--- config.mk ---
export PLATFORM = sky130hd
export DESIGN_NAME = ethernet_frame_builder
export DESIGN_NICKNAME = d
export VERILOG_FILES = /design/src/efb_pkg.sv /design/src/efb_datapath.sv /design/src/efb_ctrl.sv /design/src/ethernet_frame_builder.sv
export SDC_FILE = /design/constraint.sdc
export NUM_CORES = 1
export LEC_CHECK = 0
export ABC_CLOCK_PERIOD_IN_PS = 4790
export BUFFER_PORTS_ARGS = -buffer_cell sky130_fd_sc_hd__buf_2
export CAP_MARGIN = 40
export CORE_MARGIN = 3
export CORE_UTILIZATION = 54
export DETAILED_ROUTE_END_ITERATION = 10
export PLACE_DENSITY_LB_ADDON = 0.3
export SYNTH_ARGS = -nofsm -noshare
export SYNTH_HDL_FRONTEND = slang
export SYNTH_HIERARCHICAL = 1
export SYNTH_SLANG_ARGS = --single-unit
export TNS_END_PERCENT = 20
--- constraint.sdc ---
create_clock -name clk -period 4.79 [get_ports clk]
set_clock_uncertainty 0.2 [all_clocks]
set_input_delay 0.479 -clock clk [delete_from_list [all_inputs] [get_ports clk]]
set_output_delay 0.479 -clock clk [all_outputs]
set_load 0.01 [all_outputs]
--- src/efb_pkg.sv ---
// Shared types, constants and the CRC-32 byte step for the Ethernet frame builder.
// No dependencies; every other file imports this package.
package efb_pkg;

  localparam int unsigned MAX_PAYLOAD = 1500;
  localparam int unsigned MIN_PAYLOAD = 46;
  localparam int unsigned COUNT_W     = 11;
  localparam int unsigned HDR_BYTES   = 14;
  localparam int unsigned FCS_BYTES   = 4;
  localparam int unsigned IDX_W       = 4;
  localparam int unsigned MAC_W       = 48;
  localparam int unsigned PADDR_W     = 4;
  localparam int unsigned PDATA_W     = 64;

  localparam logic [31:0] CRC_POLY = 32'hEDB88320;
  localparam logic [31:0] CRC_INIT = 32'hFFFFFFFF;

  localparam logic [IDX_W-1:0] HDR_LAST_IDX = IDX_W'(HDR_BYTES - 1);
  localparam logic [IDX_W-1:0] FCS_LAST_IDX = IDX_W'(FCS_BYTES - 1);

  // Register index, taken from paddr[3] (8-byte register slots)
  localparam logic CFG_SOURCE_MAC = 1'b0;

  typedef struct packed {
    logic [MAC_W-1:0] dest_mac;
    logic [15:0]      eth_type;
    logic [7:0]       payload_byte;
    logic             last_byte;
  } efb_in_t;

  typedef struct packed {
    logic [7:0] frame_byte;
    logic       frame_end;
    logic       too_long;
  } efb_out_t;

  typedef enum logic [2:0] {
    ST_WAIT,
    ST_HDR,
    ST_PAY,
    ST_PAD,
    ST_FCS
  } efb_state_t;

  typedef enum logic [2:0] {
    SRC_HDR,
    SRC_IN,
    SRC_HOLD,
    SRC_ZERO,
    SRC_FCS
  } efb_src_t;

  typedef struct packed {
    logic     load;
    logic     set_in_frame;
    logic     emit;
    efb_src_t src;
    logic     crc_upd;
    logic     count_inc;
    logic     set_ovf;
    logic     idx_clr;
    logic     idx_inc;
    logic     fin;
    logic     clear_frame;
  } efb_cmd_t;

  typedef struct packed {
    logic in_frame;
    logic out_free;
    logic count_lt_max;
    logic cnt_next_lt_min;
    logic idx_hdr_last;
    logic idx_fcs_last;
    logic held_last;
    logic in_last;
  } efb_status_t;

  // Reflected CRC-32, one byte (eight bit steps)
  function automatic logic [31:0] crc_byte(input logic [31:0] crc, input logic [7:0] data);
    logic [31:0] c;
    c = crc ^ {24'b0, data};
    for (int i = 0; i < 8; i++) begin
      c = c[0] ? ((c >> 1) ^ CRC_POLY) : (c >> 1);
    end
    return c;
  endfunction

endpackage

--- src/efb_datapath.sv ---
// Datapath of the frame builder: config register, item hold, frame counters,
// CRC register and the output register. Uses efb_pkg; driven by efb_ctrl.
module efb_datapath (
  input  logic                          clk,
  input  logic                          rst,
  input  efb_pkg::efb_in_t              in_item,
  output efb_pkg::efb_out_t             out_item,
  output logic                          out_valid,
  input  logic                          out_stall,
  input  logic                          psel,
  input  logic                          penable,
  input  logic                          pwrite,
  input  logic [efb_pkg::PADDR_W-1:0]   paddr,
  input  logic [efb_pkg::PDATA_W-1:0]   pwdata,
  output logic [efb_pkg::PDATA_W-1:0]   prdata,
  input  efb_pkg::efb_cmd_t             cmd,
  output efb_pkg::efb_status_t          status
);
  import efb_pkg::*;

  logic [MAC_W-1:0]   source_mac;
  efb_in_t            held;
  logic               in_frame;
  logic [COUNT_W-1:0] count;
  logic [31:0]        crc;
  logic               ovf;
  logic [IDX_W-1:0]   idx;
  logic [COUNT_W:0]   count_plus;
  logic [7:0]         hdr_bytes [HDR_BYTES];
  logic [31:0]        fcs;
  logic [7:0]         byte_sel;
  logic               out_free;

  // Config register
  always_ff @(posedge clk) begin
    if (rst) begin
      source_mac <= '0;
    end else if (psel && penable && pwrite && paddr[3] == CFG_SOURCE_MAC) begin
      source_mac <= pwdata[MAC_W-1:0];
    end
  end

  assign prdata = (paddr[3] == CFG_SOURCE_MAC) ? PDATA_W'(source_mac) : '0;

  // Header bytes in wire order
  always_comb begin
    for (int i = 0; i < 6; i++) begin
      hdr_bytes[i]     = held.dest_mac[8*(5-i) +: 8];
      hdr_bytes[6 + i] = source_mac[8*(5-i) +: 8];
    end
    hdr_bytes[12] = held.eth_type[15:8];
    hdr_bytes[13] = held.eth_type[7:0];
  end

  assign fcs = ~crc;

  always_comb begin
    unique case (cmd.src)
      SRC_HDR:  byte_sel = hdr_bytes[idx];
      SRC_IN:   byte_sel = in_item.payload_byte;
      SRC_HOLD: byte_sel = held.payload_byte;
      SRC_ZERO: byte_sel = 8'h00;
      SRC_FCS:  byte_sel = fcs[8*idx[1:0] +: 8];
      default:  byte_sel = 8'h00;
    endcase
  end

  always_ff @(posedge clk) begin
    if (cmd.load) begin
      held <= in_item;
    end
  end

  // Frame state
  always_ff @(posedge clk) begin
    if (rst || cmd.clear_frame) begin
      in_frame <= 1'b0;
      count    <= '0;
      crc      <= CRC_INIT;
      ovf      <= 1'b0;
    end else begin
      if (cmd.set_in_frame) in_frame <= 1'b1;
      if (cmd.count_inc)    count    <= count_plus[COUNT_W-1:0];
      if (cmd.crc_upd)      crc      <= crc_byte(crc, byte_sel);
      if (cmd.set_ovf)      ovf      <= 1'b1;
    end
  end

  always_ff @(posedge clk) begin
    if (rst || cmd.idx_clr) begin
      idx <= '0;
    end else if (cmd.idx_inc) begin
      idx <= idx + 1'b1;
    end
  end

  // Output register
  assign out_free = !out_valid || !out_stall;

  always_ff @(posedge clk) begin
    if (rst) begin
      out_valid <= 1'b0;
    end else if (cmd.emit) begin
      out_valid <= 1'b1;
    end else if (!out_stall) begin
      out_valid <= 1'b0;
    end
  end

  always_ff @(posedge clk) begin
    if (cmd.emit) begin
      out_item.frame_byte <= byte_sel;
      out_item.frame_end  <= cmd.fin;
      out_item.too_long   <= cmd.fin && ovf;
    end
  end

  assign count_plus = {1'b0, count} + 1'b1;

  assign status.in_frame        = in_frame;
  assign status.out_free        = out_free;
  assign status.count_lt_max    = count < COUNT_W'(MAX_PAYLOAD);
  assign status.cnt_next_lt_min = count_plus < (COUNT_W+1)'(MIN_PAYLOAD);
  assign status.idx_hdr_last    = idx == HDR_LAST_IDX;
  assign status.idx_fcs_last    = idx == FCS_LAST_IDX;
  assign status.held_last       = held.last_byte;
  assign status.in_last         = in_item.last_byte;

  a_fin_in_frame: assert property (@(posedge clk) disable iff (rst)
    cmd.emit && cmd.fin |-> in_frame)
    else $error("frame end emitted outside a frame");

  a_count_bound: assert property (@(posedge clk) disable iff (rst)
    count <= COUNT_W'(MAX_PAYLOAD))
    else $error("payload count above maximum");

  a_too_long_at_end: assert property (@(posedge clk) disable iff (rst)
    out_valid && out_item.too_long |-> out_item.frame_end)
    else $error("too_long flagged away from frame end");

  a_crc_cleared: assert property (@(posedge clk) disable iff (rst)
    cmd.clear_frame |=> crc == CRC_INIT && !in_frame)
    else $error("frame state not cleared after FCS");

endmodule

--- src/efb_ctrl.sv ---
// Controller state machine of the frame builder: sequences header, payload,
// pad and FCS bytes. Uses efb_pkg; drives efb_datapath via command struct.
module efb_ctrl (
  input  logic                 clk,
  input  logic                 rst,
  input  logic                 in_valid,
  output logic                 in_ready,
  input  efb_pkg::efb_status_t status,
  output efb_pkg::efb_cmd_t    cmd
);
  import efb_pkg::*;

  efb_state_t state, state_next;

  always_ff @(posedge clk) begin
    if (rst) begin
      state <= ST_WAIT;
    end else begin
      state <= state_next;
    end
  end

  // Next state
  always_comb begin
    state_next = state;
    unique case (state)
      ST_WAIT: begin
        if (in_valid && status.out_free) begin
          priority if (!status.in_frame) begin
            state_next = ST_HDR;
          end else if (status.in_last) begin
            state_next = (status.count_lt_max && status.cnt_next_lt_min) ? ST_PAD : ST_FCS;
          end else begin
            state_next = ST_WAIT;
          end
        end
      end
      ST_HDR: begin
        if (status.out_free && status.idx_hdr_last) state_next = ST_PAY;
      end
      ST_PAY: begin
        if (status.out_free) begin
          if (status.held_last) begin
            state_next = status.cnt_next_lt_min ? ST_PAD : ST_FCS;
          end else begin
            state_next = ST_WAIT;
          end
        end
      end
      ST_PAD: begin
        if (status.out_free && !status.cnt_next_lt_min) state_next = ST_FCS;
      end
      ST_FCS: begin
        if (status.out_free && status.idx_fcs_last) state_next = ST_WAIT;
      end
      default: state_next = ST_WAIT;
    endcase
  end

  // Commands
  always_comb begin
    cmd      = '0;
    in_ready = 1'b0;
    unique case (state)
      ST_WAIT: begin
        in_ready = status.out_free;
        if (in_valid && status.out_free) begin
          priority if (!status.in_frame) begin
            cmd.load         = 1'b1;
            cmd.set_in_frame = 1'b1;
            cmd.idx_clr      = 1'b1;
          end else if (status.count_lt_max) begin
            cmd.emit      = 1'b1;
            cmd.src       = SRC_IN;
            cmd.crc_upd   = 1'b1;
            cmd.count_inc = 1'b1;
            cmd.idx_clr   = 1'b1;
          end else begin
            cmd.set_ovf = 1'b1;
            cmd.idx_clr = 1'b1;
          end
        end
      end
      ST_HDR: begin
        if (status.out_free) begin
          cmd.emit    = 1'b1;
          cmd.src     = SRC_HDR;
          cmd.crc_upd = 1'b1;
          cmd.idx_inc = 1'b1;
        end
      end
      ST_PAY: begin
        if (status.out_free) begin
          cmd.emit      = 1'b1;
          cmd.src       = SRC_HOLD;
          cmd.crc_upd   = 1'b1;
          cmd.count_inc = 1'b1;
          cmd.idx_clr   = 1'b1;
        end
      end
      ST_PAD: begin
        if (status.out_free) begin
          cmd.emit      = 1'b1;
          cmd.src       = SRC_ZERO;
          cmd.crc_upd   = 1'b1;
          cmd.count_inc = 1'b1;
        end
      end
      ST_FCS: begin
        if (status.out_free) begin
          cmd.emit        = 1'b1;
          cmd.src         = SRC_FCS;
          cmd.idx_inc     = 1'b1;
          cmd.fin         = status.idx_fcs_last;
          cmd.clear_frame = status.idx_fcs_last;
        end
      end
      default: begin
        cmd = '0;
      end
    endcase
  end

  a_ready_only_waiting: assert property (@(posedge clk) disable iff (rst)
    in_ready |-> state == ST_WAIT && status.out_free)
    else $error("input taken outside the wait state");

  a_hdr_to_pay: assert property (@(posedge clk) disable iff (rst)
    state == ST_HDR && status.out_free && status.idx_hdr_last |=> state == ST_PAY)
    else $error("header did not hand over to payload");

  a_fcs_ends_frame: assert property (@(posedge clk) disable iff (rst)
    cmd.fin |-> state == ST_FCS && cmd.emit)
    else $error("frame end outside the FCS state");

endmodule

--- src/ethernet_frame_builder.sv ---
// Top level of the Ethernet frame builder: header, zero pad and CRC-32 FCS.
// Uses efb_pkg; instantiates efb_ctrl and efb_datapath.
//
//   channel   dir  handshake            payload
//   in        in   in_valid / in_stall   in_item  (efb_in_t: dest_mac, eth_type,
//                                                  payload_byte, last_byte)
//   out       out  out_valid / out_stall out_item (efb_out_t: frame_byte,
//                                                  frame_end, too_long)
//   cfg       in   APB psel/penable      paddr[3:0], pwdata/prdata 64 b, pready = 1
//
// Rate: at most one output byte per cycle while out_stall is low, set by the single
//   output register. A mid-frame payload item is loaded into the output register as
//   it is accepted. The first item of a frame is accepted, then 14 header bytes and
//   its payload byte are sent; an item marked last adds zero pad up to 46 payload
//   bytes when short, then 4 FCS bytes. Payload bytes past 1500 produce nothing.
// Reset: rst synchronous, active high; clears frame state, source_mac and out_valid.
// Stalls: out_stall holds the output register; the sequencer waits, and the
//   input is stalled whenever the output register cannot take a byte and
//   while header, held payload, pad or FCS bytes are being sent.
module ethernet_frame_builder (
  input  logic                          clk,
  input  logic                          rst,
  input  logic                          in_valid,
  output logic                          in_stall,
  input  efb_pkg::efb_in_t              in_item,
  output logic                          out_valid,
  input  logic                          out_stall,
  output efb_pkg::efb_out_t             out_item,
  input  logic                          psel,
  input  logic                          penable,
  input  logic                          pwrite,
  input  logic [efb_pkg::PADDR_W-1:0]   paddr,
  input  logic [efb_pkg::PDATA_W-1:0]   pwdata,
  output logic [efb_pkg::PDATA_W-1:0]   prdata,
  output logic                          pready
);
  import efb_pkg::*;

  efb_cmd_t    cmd;
  efb_status_t status;
  logic        in_ready;

  // Config writes complete in the access phase; no wait states
  assign pready   = 1'b1;
  assign in_stall = !in_ready;

  efb_ctrl u_ctrl (
    .clk      (clk),
    .rst      (rst),
    .in_valid (in_valid),
    .in_ready (in_ready),
    .status   (status),
    .cmd      (cmd)
  );

  efb_datapath u_datapath (
    .clk       (clk),
    .rst       (rst),
    .in_item   (in_item),
    .out_item  (out_item),
    .out_valid (out_valid),
    .out_stall (out_stall),
    .psel      (psel),
    .penable   (penable),
    .pwrite    (pwrite),
    .paddr     (paddr),
    .pwdata    (pwdata),
    .prdata    (prdata),
    .cmd       (cmd),
    .status    (status)
  );

endmodule
==> flow_metrics.py <==
metrics = {
    "outcome": {
        "status": "finished clean",
    },
    "floorplanning": {
        "boundaryPins": 225,
        "die_area_sq_um": 18600,
        "die_y_um": 136,
        "core_sq_um": 16600,
        "start_util": 0.553,
        "die_w_um": 136,
        "num_rows": 47,
    },
    "yosys": {
        "ys_seq_area_frac": 0.492,
        "synth_area_leaders": "edfxtp_1 27%, dfxtp_1 22%, mux4_2 5.9%",
        "post_synth_num_cell_types": 71,
        "synth_common_cells": "133 x nand2_1, 101 x dfxtp_1, 83 x edfxtp_1, 69 x a21oi_1, 53 x nor2b_1",
        "synth_warnings": 6,
        "ys.flop_type": "dfxtp_1",
        "yosysTopAreaCell": "edfxtp_1",
        "synth_area_sq_um": 9180,
        "ys_ff_latch": 184,
        "synth_edf_count": 83,
        "syn_avg_cell_area_sq_um": 10.5,
        "synthArstFlopShare": 0,
        "synthMostInstantiatedCell": "nand2_1",
        "synth_top_area_frac": 0.272,
        "netlist_instances": 874,
    },
    "global_routing": {
        "grtUsageTotal": 0.258,
        "grt_max_degree": 58,
        "grt_pass1_wl_mm": 36.9,
        "grt_pass1_vias": 6943,
        "antenna_found_initial": 0,
        "overflow": 0,
    },
    "placed_design": {
        "gp_congestion": 0.839,
        "pre_cts_slack_ns": 0.540,
        "dpl.hpwl_mm": 16.4,
        "io_buffer_count": 188,
        "place_inst": 1241,
    },
    "worst_hold_path": {
        "hp-class": "input pin to flip-flop",
    },
    "pwr": {
        "p_leak_uw": 0.00423,
        "p_per_area_nw_per_um2": 706,
        "peakVddDrop_mv": 0.519,
        "combPwrFrac": 0.526,
        "p_clk_frac": 0.179,
        "p_seq_frac": 0.295,
        "p_sw_uw": 3170,
        "total_power_uw": 7770,
        "p_sw_frac": 0.407,
        "power.internal_uw": 4600,
    },
    "worst_setup_path": {
        "critical-path-max-stage-delay_ns": 0.45,
        "timing.critical_path.buf_inv": 0,
        "rr_startpoint": "u_datapath/count[3]$_SDFFE_PP0P_",
        "start_kind": "flip-flop",
        "reg2reg_to": "u_datapath/crc[19]$_SDFFE_PP1P_",
        "cp_top_family": "simple AND/OR/NAND/NOR gates",
        "path_cells": "and3_1, o2111a_1, o21ai_0, nand3_1, nor3_1, a21oi_1, nor2_1, nand2b_1, a2bb2oi_1, a2bb2oi_1, o31ai_4, xor2_2, xnor2_2, xnor3_1, nor3_1, nand3b_1",
        "r2r_cells": 16,
        "end_kind": "flip-flop",
        "startpoint": "u_datapath/count[3]$_SDFFE_PP0P_",
        "cp_slowest_cell": "xnor2_2",
        "path_class": "flip-flop to flip-flop",
        "crit_arrival_ns": 4.49,
        "r2r_slack_ns": 0.47,
        "crit_cells": 16,
        "cp-endpoint": "u_datapath/crc[19]$_SDFFE_PP1P_",
        "crit_fanout": 8,
        "critPathRequiredTime_ns": 4.96,
    },
    "route": {
        "drt-wirelength-per-cell_um": 18.0,
        "drc_errors": 0,
        "drt_pass1_iterations": 5,
        "wirelength_mm": 23.2,
        "antenna_left": 0,
        "viasPerCell": 5.49,
        "drtIter0Drc": 578,
        "via_count": 7077,
    },
    "clocking": {
        "clock_path_buffers": 2,
        "cts_tree": "built",
        "cts.reportedPaths.clkPinSlew_ns": 0.07,
        "clk_latency_ns": 0.44,
        "cts_sinks": 184,
        "clockRootBuffer": "clkbuf_16",
        "h-tree-depth": 4,
        "cts_inserted_buffers": 17,
        "postCtsSetupRepairBufs": 0,
    },
    "sta": {
        "max_freq_mhz": 232,
        "final-hold-violation-count": 0,
        "setup_viol": 0,
        "max-slew-margin-rel": 0.356,
        "tightest_slew_ns": 0.962,
        "drv_slew": 0,
        "worst_slack_ns": 0.473,
        "fin_crit_ns": 4.32,
        "tns_ns": 0,
        "rsz0062_at_grt": "true",
        "fin_crit_sh": 0.901,
    },
    "finish": {
        "register_area_sq_um": 4520,
        "fin_nets": 1207,
        "multi_input_area_sq_um": 4290,
        "fin_cells": 1289,
        "drive_gt1_frac": 0.279,
        "syn_to_final_growth_pct": 20.0,
        "diodes": 0,
        "fill_cells": 1305,
    },
    "flow_run": {
        "maxCapViolations": 0,
    },
}
-- what timing repair did --
action	4_1_cts	5_1_grt
hold buffers	15	1
endpoints found under the setup margin	0	1
endpoints found under the hold margin	15	1
gates resized for setup	0	0
-- power by group through the flow --
stage	Clock, uW	Sequential, uW	Combinational [uW]
floorplan	0	2240	3090
global placement	0	2320	3900
CTS	1410	2300	4050
global route	1470	2340	4440
finish	1390	2290	4090
detailed placement	0	2330	4010
-- placed cells by master (no fill, tap or decap), drive strengths merged, types with 12 or more instances in the layout --
master       synthesis  final
xor2                37     37
o21ai               40     40
nand3               12     12
xnor2               42     42
nand2              133    133
nor2                50     50
buf                 41    210
inv                  6     14
dlygate4sd3          0     16
mux4                24     24
conb                 2     17
dfxtp              101    101
nor3                15     15
edfxtp              83     83
clkbuf              37     17
a21oi               69     69
nor2b               53     53
a2bb2oi             12     12
mux2i               23     23
-- how the worst min path moves through the flow --
stage               slack (ns)                                endpoint                              startpoint  cells after the start
global route            0.0009     u_datapath/hdr_bytes[102]$_DFFE_PP_                             in_item[63]                      1
CTS                    0.00002      u_datapath/hdr_bytes[91]$_DFFE_PP_                             in_item[52]                      1
finish                    0.01     u_datapath/hdr_bytes[102]$_DFFE_PP_                             in_item[63]                      1
global placement          0.24             u_datapath/ovf$_SDFFE_PP0P_             u_datapath/ovf$_SDFFE_PP0P_                      2
floorplan                 0.23             u_datapath/ovf$_SDFFE_PP0P_             u_datapath/ovf$_SDFFE_PP0P_                      2
detailed placement        0.26  u_datapath/source_mac[10]$_SDFFE_PP0P_  u_datapath/source_mac[10]$_SDFFE_PP0P_                      2
-- per-layer routing --
layer / GRT usage / vias up / share of wire
met4: 0.0896 / 0 / 0.026
met3: 0.0685 / 33 / 0.079
li1: - / 3406 / -
met5: 0 / - / 0
met2: 0.414 / 294 / 0.49
met1: 0.339 / 3344 / 0.41
-- per-stage QoR --
step,util,area (sq um),hold WS (ns)
floorplan,-,9230,0.232
global placement,0.616,10200,0.244
detailed placement,0.619,10300,0.257
CTS,0.663,11000,0.0000183
global route,0.664,11000,0.000918
finish,0.664,11000,0.0142
-- cells by family after synthesis --
group / after synthesis / share of synthesized area
buffers and inverters: 85 / 0.0484
AND/OR/NAND/NOR: 305 / 0.159
other: 2 / 0.000818
adder cells (fa/ha/maj): 3 / 0.00409
flip-flops: 184 / 0.492
multiplexers: 48 / 0.0852
AO/OA/AOI/OAI: 167 / 0.116
XOR/XNOR: 80 / 0.0942
-- worst reg2reg max path: cells and delay by family (launching register included) --
kind,cells,cell delay [ns]
flip-flops,1,0.35
XOR/XNOR,3,1.12
AO/OA/AOI/OAI,6,1.20
AND/OR/NAND/NOR,7,1.39
-- sequential cells by signal, indices dropped and copies added (netlist names), 3 cells and up --
signal	flops
u_ctrl/state	3
u_datapath/count	11
u_datapath/crc	32
u_datapath/hdr_bytes	64
u_datapath/held	8
u_datapath/idx	4
u_datapath/out_item	10
u_datapath/source_mac	48
-- cell type report --
cell class / count / area share
well taps: 220 / 0.0250
clock inverters: 15 / 0.0144
inverters: 7 / 0.00239
multi-input cells: 620 / 0.390
flip-flops and latches: 184 / 0.410
clock buffers: 17 / 0.0386
repair buffers: 226 / 0.120
Note: power is estimated with default switching activity, not from simulation.
